$ cat src/hdtl_pkg.sv
// Shared types and constants of the hex dump text loader.
package hdtl_pkg;

  localparam int ADDR_W = 16;
  localparam int EXT_W  = ADDR_W + 1;

  localparam logic [1:0] MODE_OFFSET = 2'd0;
  localparam logic [1:0] MODE_DATA   = 2'd1;
  localparam logic [1:0] MODE_SKIP   = 2'd2;

  localparam logic [7:0] CHAR_COLON = 8'h3A;
  localparam logic [7:0] CHAR_LF    = 8'h0A;
  localparam logic [7:0] CHAR_SPACE = 8'h20;

  localparam logic KIND_WRITE  = 1'b0;
  localparam logic KIND_STATUS = 1'b1;

  localparam logic STATUS_OK  = 1'b0;
  localparam logic STATUS_BAD = 1'b1;

  typedef struct packed {
    logic              kind;
    logic [ADDR_W-1:0] address;
    logic [7:0]        data;
    logic              status;
    logic [EXT_W-1:0]  extent;
    logic              last;
  } res_t;

  typedef struct packed {
    logic [1:0] num;
    res_t       res0;
    res_t       res1;
  } push_t;

endpackage

$ cat src/hex_dump_text_loader_unit.sv
// Top level of the hex dump text loader: input register, parser and result queue.
//
// Input channel in_*: one ASCII character of a text hex dump per item in
// in_tdata; an item with in_tlast high ends the dump (its character is
// ignored) and brings the final status.
// Result channel out_*: out_tuser is 0 for a byte write (address, data,
// running extent) and 1 for the final status (status, extent). out_tlast
// marks the last result caused by one input item.
// Throughput: one character per cycle while out_tready stays high. A character
// causes zero or one result, an end item one or two; the four-entry result queue
// absorbs the extra result so input keeps flowing at one item per cycle.
// Path: an accepted item waits in the input register, and the parser step
// then writes its results into the queue, which presents them on out_*.
// Reset: all line and address state returns to its start values and the
// queue empties; after an end item the parser clears itself the same way.
// Stall: when the receiver holds out_tready low the queue fills, the input
// register holds its item, and in_tready drops; nothing is lost.
module hex_dump_text_loader_unit (
  input  logic        clk,
  input  logic        rst_n,
  input  logic        in_tvalid,
  output logic        in_tready,
  input  logic [7:0]  in_tdata,   // [7:0] char_in
  input  logic        in_tlast,
  output logic        out_tvalid,
  input  logic        out_tready,
  output logic [47:0] out_tdata,  // [15:0] address, [23:16] data, [24] status, [41:25] extent
  output logic [0:0]  out_tuser,  // [0] kind
  output logic        out_tlast
);

  logic            vld_r, vld_nxt;
  logic [7:0]      char_r;
  logic            end_r;
  logic            room;
  logic            step;
  hdtl_pkg::push_t push;
  hdtl_pkg::res_t  res;

  assign step      = vld_r && room;
  assign in_tready = !vld_r || room;
  assign vld_nxt   = (in_tvalid && in_tready) ? 1'b1 : (step ? 1'b0 : vld_r);

  always_ff @(posedge clk) begin
    if (!rst_n) begin
      vld_r <= 1'b0;
    end else begin
      vld_r <= vld_nxt;
    end
  end

  always_ff @(posedge clk) begin
    if (in_tvalid && in_tready) begin
      char_r <= in_tdata;
      end_r  <= in_tlast;
    end
  end

  hdtl_parser u_parser (
    .clk    (clk),
    .rst_n  (rst_n),
    .step_i (step),
    .char_i (char_r),
    .end_i  (end_r),
    .push_o (push)
  );

  hdtl_out_fifo u_fifo (
    .clk         (clk),
    .rst_n       (rst_n),
    .push_i      (push),
    .room_o      (room),
    .out_valid_o (out_tvalid),
    .out_ready_i (out_tready),
    .out_res_o   (res)
  );

  assign out_tdata = {6'd0, res.extent, res.status, res.data, res.address};
  assign out_tuser = res.kind;
  assign out_tlast = res.last;

endmodule

$ cat src/hdtl_parser.sv
// Line parser state and per-character step logic of the hex dump text loader.
module hdtl_parser (
  input  logic               clk,
  input  logic               rst_n,
  input  logic               step_i,
  input  logic [7:0]         char_i,
  input  logic               end_i,
  output hdtl_pkg::push_t    push_o
);

  logic [1:0]                  mode_r, mode_nxt;
  logic                        start_r, start_nxt;
  logic [hdtl_pkg::ADDR_W-1:0] off_r, off_nxt;
  logic [hdtl_pkg::ADDR_W-1:0] waddr_r, waddr_nxt;
  logic [1:0]                  tlen_r, tlen_nxt;
  logic [3:0]                  hi_r, hi_nxt;
  logic [3:0]                  lo_r, lo_nxt;
  logic                        cnt_r, cnt_nxt;
  logic [hdtl_pkg::EXT_W-1:0]  ext_r, ext_nxt;

  logic [4:0]                  hex;
  logic                        is_space;
  logic                        emit;
  logic [hdtl_pkg::EXT_W-1:0]  wr_end;
  logic [hdtl_pkg::EXT_W-1:0]  wr_ext;
  logic [hdtl_pkg::EXT_W-1:0]  ext_fin;
  hdtl_pkg::res_t              wr_res;
  hdtl_pkg::res_t              st_res;

  function automatic logic [4:0] hex_dec(input logic [7:0] c);
    logic [7:0] t;
    t = 8'd0;
    if (c inside {[8'h30:8'h39]}) begin
      t = c - 8'h30;
      return {1'b1, t[3:0]};
    end else if (c inside {[8'h41:8'h46]}) begin
      t = c - 8'h37;
      return {1'b1, t[3:0]};
    end else if (c inside {[8'h61:8'h66]}) begin
      t = c - 8'h57;
      return {1'b1, t[3:0]};
    end
    return 5'd0;
  endfunction

  assign hex      = hex_dec(char_i);
  assign is_space = (char_i == hdtl_pkg::CHAR_SPACE) || (char_i inside {[8'h09:8'h0D]});
  assign wr_end   = {1'b0, waddr_r} + {{(hdtl_pkg::EXT_W-1){1'b0}}, 1'b1};
  assign wr_ext   = (wr_end > ext_r) ? wr_end : ext_r;

  always_comb begin
    mode_nxt  = mode_r;
    start_nxt = start_r;
    off_nxt   = off_r;
    waddr_nxt = waddr_r;
    tlen_nxt  = tlen_r;
    hi_nxt    = hi_r;
    lo_nxt    = lo_r;
    cnt_nxt   = cnt_r;
    ext_nxt   = ext_r;
    emit      = 1'b0;

    if (end_i || char_i == hdtl_pkg::CHAR_LF) begin
      if (mode_r == hdtl_pkg::MODE_DATA) begin
        emit = (tlen_r == 2'd2);
        if (tlen_r != 2'd1) begin
          cnt_nxt = 1'b1;
        end
      end
      mode_nxt  = hdtl_pkg::MODE_OFFSET;
      start_nxt = 1'b1;
      off_nxt   = '0;
      tlen_nxt  = 2'd0;
    end else if (mode_r == hdtl_pkg::MODE_OFFSET) begin
      if (char_i == hdtl_pkg::CHAR_COLON) begin
        if (start_r) begin
          mode_nxt = hdtl_pkg::MODE_SKIP;
        end else begin
          mode_nxt  = hdtl_pkg::MODE_DATA;
          waddr_nxt = off_r;
          tlen_nxt  = 2'd0;
        end
      end else if (hex[4]) begin
        off_nxt = {off_r[hdtl_pkg::ADDR_W-5:0], hex[3:0]};
      end else begin
        mode_nxt = hdtl_pkg::MODE_SKIP;
      end
      start_nxt = 1'b0;
    end else if (mode_r == hdtl_pkg::MODE_DATA) begin
      if (is_space) begin
        if (tlen_r == 2'd2) begin
          emit = 1'b1;
        end else if (tlen_r == 2'd1) begin
          mode_nxt = hdtl_pkg::MODE_SKIP;
        end
        tlen_nxt = 2'd0;
      end else if (tlen_r != 2'd2 && hex[4]) begin
        if (tlen_r == 2'd0) begin
          hi_nxt = hex[3:0];
        end else begin
          lo_nxt = hex[3:0];
        end
        tlen_nxt = tlen_r + 2'd1;
      end else begin
        mode_nxt = hdtl_pkg::MODE_SKIP;
        tlen_nxt = 2'd0;
      end
      start_nxt = 1'b0;
    end else begin
      start_nxt = 1'b0;
    end

    if (emit) begin
      waddr_nxt = wr_end[hdtl_pkg::ADDR_W-1:0];
      ext_nxt   = wr_ext;
    end
    ext_fin = ext_nxt;

    wr_res.kind    = hdtl_pkg::KIND_WRITE;
    wr_res.address = waddr_r;
    wr_res.data    = {hi_r, lo_r};
    wr_res.status  = hdtl_pkg::STATUS_OK;
    wr_res.extent  = wr_ext;
    wr_res.last    = !end_i;

    st_res.kind    = hdtl_pkg::KIND_STATUS;
    st_res.address = '0;
    st_res.data    = 8'd0;
    st_res.status  = (!cnt_nxt || ext_fin == '0) ? hdtl_pkg::STATUS_BAD : hdtl_pkg::STATUS_OK;
    st_res.extent  = ext_fin;
    st_res.last    = 1'b1;

    push_o.res0 = wr_res;
    push_o.res1 = st_res;
    push_o.num  = 2'd0;
    if (step_i) begin
      if (end_i) begin
        if (emit) begin
          push_o.num = 2'd2;
        end else begin
          push_o.num  = 2'd1;
          push_o.res0 = st_res;
        end
      end else if (emit) begin
        push_o.num = 2'd1;
      end
    end

    if (end_i) begin
      mode_nxt  = hdtl_pkg::MODE_OFFSET;
      start_nxt = 1'b1;
      off_nxt   = '0;
      waddr_nxt = '0;
      tlen_nxt  = 2'd0;
      hi_nxt    = 4'd0;
      lo_nxt    = 4'd0;
      cnt_nxt   = 1'b0;
      ext_nxt   = '0;
    end
  end

  always_ff @(posedge clk) begin
    if (!rst_n) begin
      mode_r  <= hdtl_pkg::MODE_OFFSET;
      start_r <= 1'b1;
      off_r   <= '0;
      waddr_r <= '0;
      tlen_r  <= 2'd0;
      hi_r    <= 4'd0;
      lo_r    <= 4'd0;
      cnt_r   <= 1'b0;
      ext_r   <= '0;
    end else if (step_i) begin
      mode_r  <= mode_nxt;
      start_r <= start_nxt;
      off_r   <= off_nxt;
      waddr_r <= waddr_nxt;
      tlen_r  <= tlen_nxt;
      hi_r    <= hi_nxt;
      lo_r    <= lo_nxt;
      cnt_r   <= cnt_nxt;
      ext_r   <= ext_nxt;
    end
  end

endmodule

$ cat src/hdtl_out_fifo.sv
// Four-entry result queue of the hex dump text loader, up to two pushes and one pop per cycle.
module hdtl_out_fifo (
  input  logic            clk,
  input  logic            rst_n,
  input  hdtl_pkg::push_t push_i,
  output logic            room_o,
  output logic            out_valid_o,
  input  logic            out_ready_i,
  output hdtl_pkg::res_t  out_res_o
);

  hdtl_pkg::res_t mem [4];
  logic [1:0]     wptr_r, wptr_nxt;
  logic [1:0]     rptr_r, rptr_nxt;
  logic [2:0]     count_r, count_nxt;
  logic           pop;

  assign out_valid_o = (count_r != 3'd0);
  assign out_res_o   = mem[rptr_r];
  assign pop         = out_valid_o && out_ready_i;
  assign room_o      = (count_r <= 3'd2);

  always_comb begin
    wptr_nxt  = wptr_r + push_i.num;
    rptr_nxt  = rptr_r + {1'b0, pop};
    count_nxt = count_r + {1'b0, push_i.num} - {2'b00, pop};
  end

  always_ff @(posedge clk) begin
    if (push_i.num != 2'd0) begin
      mem[wptr_r] <= push_i.res0;
    end
    if (push_i.num == 2'd2) begin
      mem[wptr_r + 2'd1] <= push_i.res1;
    end
  end

  always_ff @(posedge clk) begin
    if (!rst_n) begin
      wptr_r  <= 2'd0;
      rptr_r  <= 2'd0;
      count_r <= 3'd0;
    end else begin
      wptr_r  <= wptr_nxt;
      rptr_r  <= rptr_nxt;
      count_r <= count_nxt;
    end
  end

endmodule

$ cat config.mk
export PLATFORM = sky130hd
export DESIGN_NAME = hex_dump_text_loader_unit
export DESIGN_NICKNAME = d
export VERILOG_FILES = /design/src/hdtl_pkg.sv /design/src/hex_dump_text_loader_unit.sv /design/src/hdtl_parser.sv /design/src/hdtl_out_fifo.sv
export SDC_FILE = /design/constraint.sdc
export NUM_CORES = 1
export LEC_CHECK = 0
export ABC_AREA = 1
export BUFFER_PORTS_ARGS = -buffer_cell sky130_fd_sc_hd__buf_2
export CAP_MARGIN = 10
export CORE_ASPECT_RATIO = 1.25
export CORE_MARGIN = 2
export CORE_UTILIZATION = 31
export DETAILED_ROUTE_END_ITERATION = 12
export PLACE_DENSITY_LB_ADDON = 0.25
export SYNTH_ARGS = -nofsm -noshare
export SYNTH_HDL_FRONTEND = slang
export SYNTH_SLANG_ARGS = --single-unit
$ cat constraint.sdc
create_clock -name clk -period 4.1 [get_ports clk]
set_clock_uncertainty 0.15 [all_clocks]
set_input_delay 0.205 -clock clk [delete_from_list [all_inputs] [get_ports clk]]
set_output_delay 0.205 -clock clk [all_outputs]
set_load 0.05 [all_outputs]
Yosys cells after proc, flatten, opt, wreduce, memory -nomap -nowiden:

Memories as Yosys holds them, arrays and structs flattened. A register that Yosys moved wholly into a read port is not among the register bits.
Index checks and enable logic that the tools add are counted.

* bitwise logic cells: 0
* reductions and logical operators: 35
* $mul: 0
* $add $sub $neg: 10
* shifts and indexed selects: 0
* equal/unequal tests: 22
* $lt $le $gt $ge: 10
* divide/modulo/power cells: 0
* mux-type cells: 80

Operator list (count)
* 2-to-1 mux 16 bit: 11
* 2-to-1 mux 44 bit: 2
* 2-to-1 mux 4 bit: 14
* 2-to-1 mux 17 bit: 3
* 2-to-1 mux 46 bit: 1
* 2-to-1 mux 2 bit: 22
* 2-to-1 mux 1 bit: 23
* 2-to-1 mux 5 bit: 4
* adder 16 x 1 -> 17 bit, second input constant: 1
* > comparator 17 bit: 1
* zero test 17 bit: 1
* equality test 8 x 6 -> 1 bit, second input constant: 2
* >= comparator 8 x 7 -> 1 bit, second input constant: 2
* less-or-equal comparator 8 x 7 -> 1 bit, second input constant: 2
* inequality test 5 bit, second input constant: 3
* nonzero test 3 bit: 5
* AND reduction 7 bit: 2
* inequality test 2 bit, second input constant: 5
* nonzero test 2 bit: 5
* equality test 8 x 4 -> 1 bit, second input constant: 1
* >= comparator 8 x 4 -> 1 bit, second input constant: 1
* >= comparator 8 x 6 -> 1 bit, second input constant: 1
* less-or-equal comparator 8 x 4 -> 1 bit, second input constant: 1
* less-or-equal comparator 8 x 6 -> 1 bit, second input constant: 1
* 24 further kinds: 43

* output and inout port bits: 52
* memories kept: 1
* input port bits: 13
* bits in registers: 80
* ROM bits: 0
* latch bits: 0
* RAM bits: 176

Memory list
* u_fifo.mem: words 4, width 44, read ports 1, clocked after Yosys merged registers in 1, write ports 2, RTL line hdtl_out_fifo.sv:12 `hdtl_pkg::res_t mem [4];`

Longest topological paths before layout:

Gate-level depths: netlist (run 1).

* depth in word-level cells: 17
* mapped depth: 26
* depth with buffers taken out: 25

Modules after synthesis:

A second synthesis (run 1) with hierarchy kept.

* cell total of the unflattened synthesis: 1735
* area total of the unflattened synthesis: 14143.6 sq um

By module, submodules not included
* hdtl_out_fifo: sequential area each 5425.2 sq um, instances 1, area an instance 8847.2 sq um, cells an instance 922
* hdtl_parser: sequential area each 1261.2 sq um, instances 1, area an instance 4918.5 sq um, cells an instance 788
* hex_dump_text_loader_unit: sequential area each 290.3 sq um, instances 1, area an instance 377.9 sq um, cells an instance 25

Worst setup path after synthesis (run 1):

No wires, ideal clock.

* path type: register -> register
* start: register char_r[0]
* end: memory u_fifo.mem[0][10] (netlist name), enable pin
* arrival: 3.209 ns
* path slack: 0.366 ns
* stages on the path, launching flop included: 20
* period minus slack after synthesis: 3.734 ns
* data required time: 3.575 ns
* cell sequence: edfxtp_1 > inv_1 > ha_1 > inv_1 > nand2_1 > o21ai_1 > nor2_1 > nor2_2 > nand2_2 > nand2_4 > buf_4 > buf_2 > ha_1 > inv_1 > nor2_1 > nor2_1 > nor3_1 > inv_1 > clkbuf_1 > nand2_1

RTL lines
* from (decl): RTL line hex_dump_text_loader_unit.sv:33 `logic [7:0] char_r;`
* from (signal assigned): RTL line hex_dump_text_loader_unit.sv:54 `char_r <= in_tdata;`
* to (decl): RTL line hdtl_out_fifo.sv:12

==> results.tsv, run 1 <==
metric	value	unit
outcome	finished, final reports clean	
setup_viol	0	
fmax	268.9	MHz
post-cts-setup-buffers	0	
finalWirelength	38300	um
tns	0	ns
grt_pass1_wl	59940	um
htreeDepth	1	
drt_pass1_iterations	5	
synth-main-ff-cell	dfxtp_1	
numPortBuffers	58	
start_kind	flop	
powerDensity	621.4	nW/um^2
die_w	184.8	um
async_reset_ff_share	0	%
hold_viol_final	0	
synth_top_area_cell	dfxtp_1	
final_area	14780	sq um
die_y	230.0	um
num_antenna_cells	0	
post_dp_cell_area	13540	sq um
gp_congestion	0.8873	
clkSlewWorstSetupHoldPaths	0.06	ns
rsz0062_at_grt	no	
drive_gt1_share	11.95	%
relSlewSlack	37.02	%
whs_path_depth	5	
synth_edf_count	81	
peakVddDrop	0.0004581	V
yosysMostFrequentCell	nand2_1	
min_period	3.719	ns
yosysSeqAreaShare	46.86	%
r2r_cells	18	
initial_core_util	31.50	%
wl_per_cell	16.94	um
hpwl	25730	um
fin_crit_sh	90.70	%
report.final.slew_viol_count	0	
leakage	0.005536	uW
insertion_delay	0.58	ns
grt-ovfl-total	0	
antenna_left	0	
drc	0	
yosysUniqueCellTypes	45	
tightest_slew	0.9447	ns
cts_buffers	28	
syn_area	12670	sq um
synth.ff_latch_count	256	
rrSetupSlack	0.38	ns
cts_num_sinks	256	
num_rows	82	
yosys-top-cells-area	dfxtp_1 (28%), edfxtp_1 (19%), o21ai_0 (9.4%), nand2_1 (9.2%), nor2_1 (5.6%)	
grt_max_degree	90	
synth_common_cells	nand2_1 (312), o21ai_0 (238), nor2_1 (189)	
critPathCaptureType	flop	
holdPathEnd	u_fifo.rptr_r[0]	
grt.total_usage	17.69	%
cts-root-buf	clkbuf_16	
synthCells	1644	
nNetsFinal	1740	
area_growth	16.66	%
cp.arrival	3.82	ns
drt-vias-per-instance	5.061	
required	4.20	ns
vias	11444	
die_area	42500	sq um
grt_pass1_vias	10946	
r2r_end	u_fifo.mem[0][9]	
pin_count	65	
yosys_warnings	0	
r2r-start	char_r[0]	
cts.path.max_buffers	3	
drt_iter0_markers	917	
cts_tree	yes	
core	40220	sq um
antenna_found_initial	0	
path_class	flop to flop	
min_from	out_tready	
yosysTopAreaCellShare	27.66	%
maxCapViolCount	0	
avgSynthCellArea	7.705	sq um
hold_path_class	input pin to flop	
cp_max_fo	11	
[worst max-delay path by stage]
stage	start	to	slack, ns	depth (start not counted)
4_1_cts	u_parser.waddr_r[0]	u_fifo.mem[2][18]	0.18	24
3_3_place_gp	u_parser.waddr_r[0]	u_fifo.mem[3][18]	0.37	24
2_1_floorplan	char_r[0]	u_fifo.mem[0][10]	0.37	19
3_5_place_dp	u_parser.waddr_r[0]	u_fifo.mem[2][18]	0.23	22
6_report	char_r[0]	u_fifo.mem[0][9]	0.38	18
5_1_grt	u_parser.waddr_r[0]	u_fifo.mem[2][18]	0.01	23
[registers in the layout, summed over array words and instances, names as in the netlist, 3 cells and up]
name,flops
u_parser.ext_r,17
u_parser.off_r,16
u_parser.hi_r,4
u_fifo.mem,176
u_fifo.count_r,3
u_parser.waddr_r,16
char_r,8
u_parser.lo_r,4
[routing by layer]
| layer | up-vias | global-route usage (%) | part of all wire [%] |
|---|---|---|---|
| met5 | - | 0 | 0 |
| met4 | 0 | 5.382 | 2.2 |
| met3 | 59 | 1.742 | 3.5 |
| met2 | 248 | 30.71 | 49 |
| met1 | 5493 | 23.08 | 45 |
| li1 | 5644 | - | - |
[kinds of logic after synthesis]
| group | Yosys count | share of synthesized area [%] |
|---|---|---|
| XOR/XNOR | 12 | 0.8297 |
| AO/OA/AOI/OAI | 478 | 20.40 |
| other | 1 | 0.02960 |
| adder cells (fa/ha/maj) | 34 | 3.418 |
| buffers and inverters | 253 | 8.307 |
| AND/OR/NAND/NOR | 610 | 20.16 |
| flip-flops | 256 | 46.86 |
[where the power goes]
part	switching, uW	internal, uW
registers	120	2840
logic	2490	817
clock network	1120	1800
[per-stage QoR]
stage | setup slack, ns | utilization (%) | hold slack [ns] | total power [uW] | cells
6_report | 0.3813 | 36.74 | 0.08936 | 9183 | 2261
5_1_grt | 0.009934 | 36.74 | 0.1372 | 9609 | 2261
4_1_cts | 0.1753 | 36.68 | 0.07880 | 9257 | 2261
3_5_place_dp | 0.2316 | 33.68 | 0.2331 | 6311 | 2197
3_3_place_gp | 0.3699 | 33.68 | 0.2341 | 6285 | 2197
2_1_floorplan | 0.3663 | - | 0.1539 | 5510 | 1649
[cell usage in the layout, fill, tap and decap left out, types with 13 or more instances in the layout]
master,Yosys,routed
nand2_1,312,311
o21ai_0,238,238
nor2_1,189,186
dfxtp_1,175,174
inv_1,142,142
o22ai_1,112,112
a21oi_1,96,96
edfxtp_1,81,81
buf_2,11,58
nand3_1,49,49
buf_4,12,41
ha_1,33,33
clkbuf_16,0,29
o21ai_1,13,13
[critical path: stages (launching register included)]
cell	delay, ns
edfxtp_1	0.44
inv_1	0.17
ha_1	0.19
nand2_1	0.07
nor2_1	0.09
nand2_1	0.09
nand2_2	0.10
inv_2	0.08
nand2_2	0.09
nand2_4	0.07
inv_6	0.06
ha_1	0.12
inv_1	0.04
nor2_2	0.22
inv_1	0.15
nor2_2	0.25
nand3_1	0.47
nand2_1	0.26
buf_4	0.26
[timing repair]
| action | in CTS | in global routing |
|---|---|---|
| hold buffers | 12 | 0 |
| setup endpoints to repair | 0 | 4 |
| gates resized for setup | 0 | 6 |
| hold endpoints to repair | 23 | 0 |
[final cells by class]
cell class / instances / area (sq um)
multi-input combinational: 1140 / 5727
timing repair buffer: 113 / 758.2
clock buffer: 32 / 767.0
tap: 546 / 683.2
inverter: 154 / 583.1
sequential: 256 / 5937
fill: 4277 / 25440
clock inverter: 20 / 322.8
Note: power is estimated with default switching activity, not from simulation.
==> run 2, diff against run 1 <==
--- a/config.mk
+++ b/config.mk
@@ -12,7 +12,10 @@
 export CORE_MARGIN = 2
 export CORE_UTILIZATION = 31
 export DETAILED_ROUTE_END_ITERATION = 12
+export GPL_TIMING_DRIVEN = 0
+export HOLD_SLACK_MARGIN = 0.06
 export PLACE_DENSITY_LB_ADDON = 0.25
 export SYNTH_ARGS = -nofsm -noshare
 export SYNTH_HDL_FRONTEND = slang
 export SYNTH_SLANG_ARGS = --single-unit
+export TNS_END_PERCENT = 5
==> results.tsv, run 2 (same netlist as run 1, synthesis figures left out) <==
metric	value	unit	change
outcome	finished, final reports clean		
die_y	230.0	um	unchanged
die_w	184.8	um	unchanged
num-fill-cells	4228		-1.1%
drt_pass1_iterations	6		+1
clkSlewWorstSetupHoldPaths	0.06	ns	about the same
finalWirelength	42140	um	+10%
vias	11898		+4.0%
tns	0	ns	unchanged
final_common_cell	nand2_1		
drc	0		unchanged
worst_hold_slack	0.1216	ns	+0.03226 ns
antenna_left	0		unchanged
top_layer_used	met4		
gp_congestion	0.8565		-3.5%
die_area	42500	sq um	unchanged
fmax	257.4	MHz	-4.3%
report.final.slew_viol_count	0		unchanged
cts_buffers	29		+3.6%
powerDensity	601.1	nW/um^2	-3.3%
drive_gt1_share	14.77	%	+2.8 points
antenna_found_initial	0		unchanged
pin_count	65		unchanged
grt.total_usage	19.56	%	+1.9 points
cts.path.max_buffers	3		unchanged
min_period	3.884	ns	+0.1656 ns
leakage	0.005740	uW	+3.7%
num_antenna_cells	0		unchanged
tightest_slew	0.9518	ns	+0.007010 ns
cts_tree	yes		
largest_reg_flops	176		unchanged
wl_met3	2620	um	+94%
htreeDepth	1		unchanged
grt_pass1_vias	11424		+4.4%
start_kind	flop		
p_total	9249	uW	+0.71%
hold_viol_final	0		unchanged
largest-register	u_fifo.mem		
grt-ovfl-total	0		unchanged
path_class	flop to flop		
rrSetupSlack	0.22	ns	-0.17 ns
cp_max_fo	11		unchanged
required	4.38	ns	+0.18 ns
dr_wl_met2	20950	um	+12%
insertion_delay	0.57	ns	about the same
num_rows	82		unchanged
core	40220	sq um	unchanged
grt_max_degree	22		-76%
mostFrequentLayoutCells	nand2_1 (307), o21ai_0 (238), nor2_1 (181)		
drt_iter0_markers	1065		+16%
grt_pass1_wl	64670	um	+7.9%
hold_path_class	input pin to flop		
top_regs	u_fifo.mem: 176 flops, u_parser.ext_r: 17 flops		
critPathCaptureType	flop		
numPortBuffers	58		unchanged
wl_met1	16990	um	-2.3%
setup_viol	0		unchanged
peakVddDrop	0.0003958	V	-14%
drt-vias-per-instance	5.069		+0.16%
nNetsFinal	1826		+4.9%
cp.arrival	4.17	ns	+0.35 ns
initial_core_util	31.50	%	unchanged
cts-root-buf	clkbuf_16		
maxCapViolCount	0		unchanged
relSlewSlack	36.55	%	-0.47 points
hpwl	30430	um	+18%
fin_crit_sh	94.74	%	+4.0 points
wl_per_cell	17.95	um	+6.0%
cts_num_sinks	256		unchanged
area_growth	21.46	%	
## run 2: changes by cell type in the layout (fill, tap and decap cells not counted), moves of 4 or more
cell and change:
nor2_1 -5, nand2_1 -4, buf_2 +9, nand2_4 +5, nand3_4 +5, clkbuf_2 +13, xor2_1 -7, inv_2 +4
inv_1 -5, xor2_2 +6, nor2_4 +7, buf_6 +4, clkbuf_1 +58
## run 2: path summary, 6_finish.rpt
check,cells past startpoint,startpoint,to
worst min-delay path,5,out_tready,u_fifo.rptr_r[0]
worst min register to register,2,u_fifo.mem[1][32],u_fifo.mem[1][32]
worst max register to register,23,char_r[0],u_fifo.count_r[2]
worst max-delay path,23,char_r[0],u_fifo.count_r[2]
## run 2: per-layer routing
layer / up-vias / track usage (%)
li1: 5814 / -
met1: 5604 / 23.94
met2: 382 / 34.66
met3: 98 / 2.487
met4: 0 / 7.540
met5: - / 0
## run 2: power by group
group          internal (uW)  switching, uW
Sequential              2840            124
Combinational            848           2640
Clock                   1700           1100
## run 2: what timing repair did
action / in CTS / in global routing
endpoints found under the hold margin: 11 / 0
hold buffers: 11 / 0
buffers inserted: 6 / 20
cloned: 2 / 1
gates resized for setup: 43 / 53
endpoints found under the setup margin: 249 / 212
pin swaps: 4 / 6
## run 2: final cells by class
class,count,area [sq um],share of cell area [%]
Clock inverter,14,195.2,1.269
Tap cell,546,683.2,4.440
Multi-Input combinational cell,1143,6015,39.09
Buffer,99,505.5,3.285
Sequential cell,256,5942,38.62
Inverter,154,585.6,3.806
Clock buffer,39,844.6,5.489
Timing Repair Buffer,96,615.6,4.001
## run 2: worst max-delay path, cell delays in order (launching register included)
cell and delay (ns):
edfxtp_1 0.44, inv_2 0.12, ha_1 0.18, nand2_1 0.08, nor2_1 0.09, nand2_1 0.09, nand2_2 0.11, inv_2 0.08
nand2_2 0.09, nand2_4 0.14, buf_6 0.21, buf_4 0.19, ha_4 0.29, inv_1 0.06, nor2_4 0.20, inv_1 0.07
ha_1 0.29, inv_1 0.06, ha_1 0.13, inv_1 0.04, fa_1 0.37, xor2_1 0.17, inv_1 0.05, nor2_1 0.03
## run 2: metrics by stage
stage          instances  worst slack (ns)  area, sq um  util, %
2_1_floorplan       1649            0.3663        12690        -
3_3_place_gp        2253            -1.161        13660    33.96
3_5_place_dp        2253            -1.166        13660    33.96
4_1_cts             2325          0.004408        15050    37.42
5_1_grt             2347          -0.02159        15390    38.26
6_report            2347            0.2157        15390    38.26
